`src/rtl/core/best_fit_heap_allocator_core_defines.svh`:
```
// Assertion macros used by the allocator core.
`ifndef BEST_FIT_HEAP_ALLOCATOR_CORE_DEFINES_SVH
`define BEST_FIT_HEAP_ALLOCATOR_CORE_DEFINES_SVH

// The condition must hold at every clock edge outside reset.
`define BFHA_ALWAYS(label, clk, rst_n, cond) \
    label: assert property (@(posedge clk) disable iff (!rst_n) (cond)) \
        else $error("bfha invariant violated");

// When the antecedent holds, the consequent must hold in the next cycle.
`define BFHA_IMPLY_NEXT(label, clk, rst_n, ante, cons) \
    label: assert property (@(posedge clk) disable iff (!rst_n) (ante) |=> (cons)) \
        else $error("bfha sequence violated");

`endif

```
`src/rtl/core/bfha_pkg.sv`:
```
package bfha_pkg;

    localparam int DEF_NODES = 64;

    localparam logic [31:0] RST_HEAP_BASE = 32'd0;
    localparam logic [23:0] RST_HEAP_SIZE = 24'd2097152;

    localparam logic [1:0] REG_HEAP_BASE    = 2'd0;
    localparam logic [1:0] REG_HEAP_SIZE    = 2'd1;
    localparam logic [1:0] REG_GUARD_ENABLE = 2'd2;

    localparam logic FUNC_ALLOC = 1'b0;
    localparam logic FUNC_FREE  = 1'b1;

    localparam logic [1:0] STATUS_OK    = 2'd0;
    localparam logic [1:0] STATUS_NOFIT = 2'd1;
    localparam logic [1:0] STATUS_FULL  = 2'd2;

    typedef struct packed {
        logic        func;
        logic [23:0] req_len;
        logic [31:0] block_addr;
        logic [23:0] header_len;
        logic        from_databank;
    } t_req;

    typedef struct packed {
        logic [31:0] user_addr;
        logic [23:0] charged_len;
        logic [1:0]  status;
        logic [23:0] bytes_used;
    } t_rsp;

    // Field write enables of one node table write.
    typedef struct packed {
        logic ext;
        logic prv;
        logic nxt;
    } t_node_we;

endpackage

```
`src/rtl/core/bfha_node_ram.sv`:
```
module bfha_node_ram #(
    parameter int NODES = bfha_pkg::DEF_NODES
) (
    input  logic                         i_clk,
    input  logic                         i_rd_en,
    input  logic [$clog2(NODES)-1:0]     i_rd_idx,
    output logic [31:0]                  o_addr,
    output logic [23:0]                  o_len,
    output logic [$clog2(NODES):0]       o_prev,
    output logic [$clog2(NODES):0]       o_next,
    input  bfha_pkg::t_node_we           i_we,
    input  logic [$clog2(NODES)-1:0]     i_wr_idx,
    input  logic [31:0]                  i_addr,
    input  logic [23:0]                  i_len,
    input  logic [$clog2(NODES):0]       i_prev,
    input  logic [$clog2(NODES):0]       i_next
);
    import bfha_pkg::*;

    localparam int LW = $clog2(NODES) + 1;

    // Each entry holds {addr, len, prev, next}; {addr, len}, prev and next are written separately.
    logic [56+2*LW-1:0] mem [NODES];
    logic [56+2*LW-1:0] r_q;

    always_ff @(posedge i_clk) begin
        if (i_we.ext) begin
            mem[i_wr_idx][56+2*LW-1:2*LW] <= {i_addr, i_len};
        end
        if (i_we.prv) begin
            mem[i_wr_idx][2*LW-1:LW] <= i_prev;
        end
        if (i_we.nxt) begin
            mem[i_wr_idx][LW-1:0] <= i_next;
        end
        if (i_rd_en) begin
            r_q <= mem[i_rd_idx];
        end
    end

    assign o_addr = r_q[56+2*LW-1:24+2*LW];
    assign o_len  = r_q[24+2*LW-1:2*LW];
    assign o_prev = r_q[2*LW-1:LW];
    assign o_next = r_q[LW-1:0];

endmodule

```
`config.mk`:
```
export PLATFORM = sky130hd
export DESIGN_NAME = bfha_node_ram
export DESIGN_NICKNAME = d
export VERILOG_FILES = /design/src/rtl/core/best_fit_heap_allocator_core_defines.svh /design/src/rtl/core/bfha_pkg.sv /design/src/rtl/core/bfha_node_ram.sv
export SDC_FILE = /design/constraint.sdc
export NUM_CORES = 2
export LEC_CHECK = 0
export BUFFER_PORTS_ARGS = -buffer_cell sky130_fd_sc_hd__buf_2
export CAP_MARGIN = 20
export CORE_MARGIN = 5
export CORE_UTILIZATION = 35
export DETAILED_ROUTE_END_ITERATION = 16
export GPL_TIMING_DRIVEN = 0
export SLEW_MARGIN = 20
export SYNTH_ARGS = -nofsm -noshare
export SYNTH_HDL_FRONTEND = slang
export SYNTH_MEMORY_MAX_BITS = 65536
export SYNTH_SLANG_ARGS = --single-unit
```
`constraint.sdc`:
```
create_clock -name i_clk -period 4.5 [get_ports i_clk]
set_input_delay 0.45 -clock i_clk [delete_from_list [all_inputs] [get_ports i_clk]]
set_output_delay 0.45 -clock i_clk [all_outputs]
set_load 0.005 [all_outputs]
```
==> impl_metrics.json <==
{
  "status": "complete, but fails checks",
  "violations": "negative setup slack",
  "synth.distinct_cells": 34,
  "internal_power_w": 0.0691,
  "max_stage_delay_ps": 1010,
  "port_buffers": 151,
  "regArea_sq_um": 137000,
  "hold_ws_ps": 25.9,
  "p_total_w": 0.0885,
  "peakVddDrop_mv": 0.363,
  "drtIter0Drc": 13071,
  "multi_input_area_sq_um": 34400,
  "cap_violations": 0,
  "htreeDepth": 5,
  "finalNetCount": 8313,
  "cts_num_sinks": 4550,
  "p_seq_share_pct": 53.2,
  "die_area_sq_um": 507000,
  "p_sw_w": 0.0194,
  "antenna_found_initial": 74,
  "p_leak_nw": 61.8,
  "clockPowerShare_pct": 41.1,
  "slowest_stage": "a21oi_1",
  "core_region_area_sq_um": 490000,
  "skew_ps": 46.1,
  "rows": 257,
  "clkLatencyLatePin_ps": 970,
  "rsz0062_at_grt": "no",
  "yosys_most_used_dff": "edfxtp_1",
  "worstSetupStartpointType": "input pin",
  "gp_congestion": 0.932,
  "drt_first_pass_iters": 9,
  "avgSynthCellArea_sq_um": 23.3,
  "syn_nets": 7492,
  "num_vias": 86717,
  "antenna_left": 0,
  "finalSetupViolations": 1,
  "wire_per_inst_um": 35.4,
  "synthArstFlopShare_pct": 0,
  "cp-end-kind": "flip-flop",
  "post_cts_buffers": 0,
  "clockBufferDepth": 4,
  "area_growth_pct": 16.7,
  "min_period_ps": 4500,
  "crit_chain": "buf_4, buf_2, buf_2, buf_1, mux4_2, a22oi_1, a21oi_1, a21oi_1, a21oi_1",
  "post-dp-hpwl_um": 365000,
  "final-hold-violation-count": 0,
  "clkTransAtPathRegs_ps": 60,
  "fmax_ghz": 0.222,
  "fin_crit_sh_pct": 100,
  "p_sw_share_pct": 21.9,
  "fill_cells": 42015,
  "first_global_vias": 84608,
  "slew_headroom_pct": 12.7,
  "drc": 0,
  "tightest_slew_ps": 1310,
  "fin_area_sq_um": 201000,
  "placed_area_sq_um": 187000,
  "seq_area_frac_synth_pct": 79.2,
  "comb_power_share_pct": 5.7,
  "crit_arrival_ps": 5100,
  "required_ps": 5100,
  "power_density_nw_per_um2": 440,
  "grt_max_degree": 65,
  "syn_inst": 7405,
  "viasPerCell": 5.75,
  "netlist_area_sq_um": 172000,
  "die_y_um": 712,
  "synth-edff-count": 4550,
  "io_pins": 157,
  "synth_seq_cells": 4550,
  "ctsRootBufferMaster": "clkbuf_16",
  "drv_slew": 0,
  "cts_buffers": 426,
  "wl_um": 533000,
  "overflow": 0,
  "crit_path_frequent_cell": "a21oi_1",
  "hold_class": "input pin to flip-flop",
  "fp.dieW_um": 712,
  "layout-drive-gt1-share_pct": 30.4,
  "cts_tree": "built",
  "ys_warn_count": 0,
  "setup_slack_ps": -3.04,
  "grt_pass1_wl_um": 719000,
  "start_util_pct": 35.2,
  "critPathMaxFanout": 10,
  "track_usage_pct": 20.5,
  "critical_path_class": "input pin to flip-flop"
}
critical path: cells and delay by family:
family | cells | cell delay, ps
AO/OA/AOI/OAI | 4 | 1720
multiplexers | 1 | 390
buffers and inverters | 4 | 2400
path summary, 6_finish.rpt:
path         slack, ps             startpoint  cells after the start               endpoint
max                 -3            i_rd_idx[2]                      9      r_q[13]$_DFFE_PP_
min                 30             i_addr[11]                      1  mem[63][49]$_DFFE_PP_
max reg2reg       1790  mem[29][64]$_DFFE_PP_                      4      r_q[64]$_DFFE_PP_
min reg2reg       1090  mem[28][68]$_DFFE_PP_                      5      r_q[68]$_DFFE_PP_
metrics by stage:
stage	instances	utilization [%]	setup TNS [ps]	setup WS, ps
2_1_floorplan	7405	-	0	208
5_1_grt	15050	41.0	0	139
6_report	15075	41.0	-3.04	-3.04
3_5_place_dp	14266	38.2	-22380	-972
3_3_place_gp	14031	37.0	-	-4420
4_1_cts	15041	41.0	0	39.8
state kept, by name, indices dropped and copies added, names as in the netlist:
signal and flops:
r_q 70, mem 4480
Yosys cell counts, types with 5 or more instances:
cell	number	area, sq um
clkbuf_1	174	653
edfxtp_1	4550	137000
buf_4	30	225
and3_1	5	31.3
nor2b_1	9	56.3
buf_6	11	124
or2_2	6	37.5
mux2i_1	53	531
a31o_2	10	87.6
a31oi_1	28	175
mux2_2	104	1170
o21ai_0	10	50.1
mux2_1	8	90.1
nor3_1	57	285
buf_1	56	210
a21oi_1	162	811
buf_2	149	746
nand3_1	45	225
nand2_1	198	743
a222oi_1	28	280
mux4_2	1157	26100
a22oi_1	200	1500
o22ai_1	96	601
o32ai_1	10	87.6
nor2_1	228	856
layout by cell type, fill, tap and decap left out, drive strengths merged, types with 5 or more instances in the layout:
cell type,instances
nor3,57
nor2b,9
a21oi,162
a31o,10
bufinv,50
a222oi,28
o32ai,10
mux2i,53
diode,31
nand3,45
nand2,198
inv,12
buf,630
a31oi,28
mux2,112
clkinvlp,18
nor2,228
and3,5
or2,6
clkbuf,673
a22oi,200
o21ai,11
o22ai,96
clkinv,198
mux4,1157
edfxtp,4550
timing repair:
action                                 4_1_cts  5_1_grt
hold buffers                                 4        0
endpoints found under the hold margin       59        0
setup endpoints to repair                    0        2
gates resized for setup                      0        1
kinds of logic after synthesis:
logic type,share of synthesized area [%]
flip-flops,79.2
multiplexers,16.2
AND/OR/NAND/NOR,1.38
AO/OA/AOI/OAI,2.09
buffers and inverters,1.14
routing by layer:
layer / vias up / share of wire [%] / routed length [um] / track usage, %
met5: - / 0.039 / 210 / 0
met4: 32 / 5.1 / 26900 / 8.66
met3: 1038 / 12 / 61700 / 5.80
met2: 5566 / 45 / 242000 / 31.2
met1: 46609 / 38 / 202000 / 27.6
li1: 33472 / - / - / -
cell type report:
type | instances | share of cell area [%]
Buffer | 420 | 1.00
Sequential cell | 4550 | 67.9
Inverter | 1 | 0.00187
Multi-Input combinational cell | 2434 | 17.1
Timing Repair Buffer | 393 | 3.10
Clock inverter | 277 | 1.34
Clock buffer | 494 | 5.53
Tap cell | 6475 | 4.03
Antenna cell | 31 | 0.0385
power groups by stage:
stage               Clock (W)  Combinational (W)  Sequential [W]
global route           0.0385            0.00522          0.0471
CTS                    0.0367            0.00499          0.0471
floorplan                   0            0.00226          0.0480
global placement            0            0.00476          0.0480
finish                 0.0364            0.00506          0.0471
detailed placement          0            0.00498          0.0480
(Power assumes the default switching activity.)
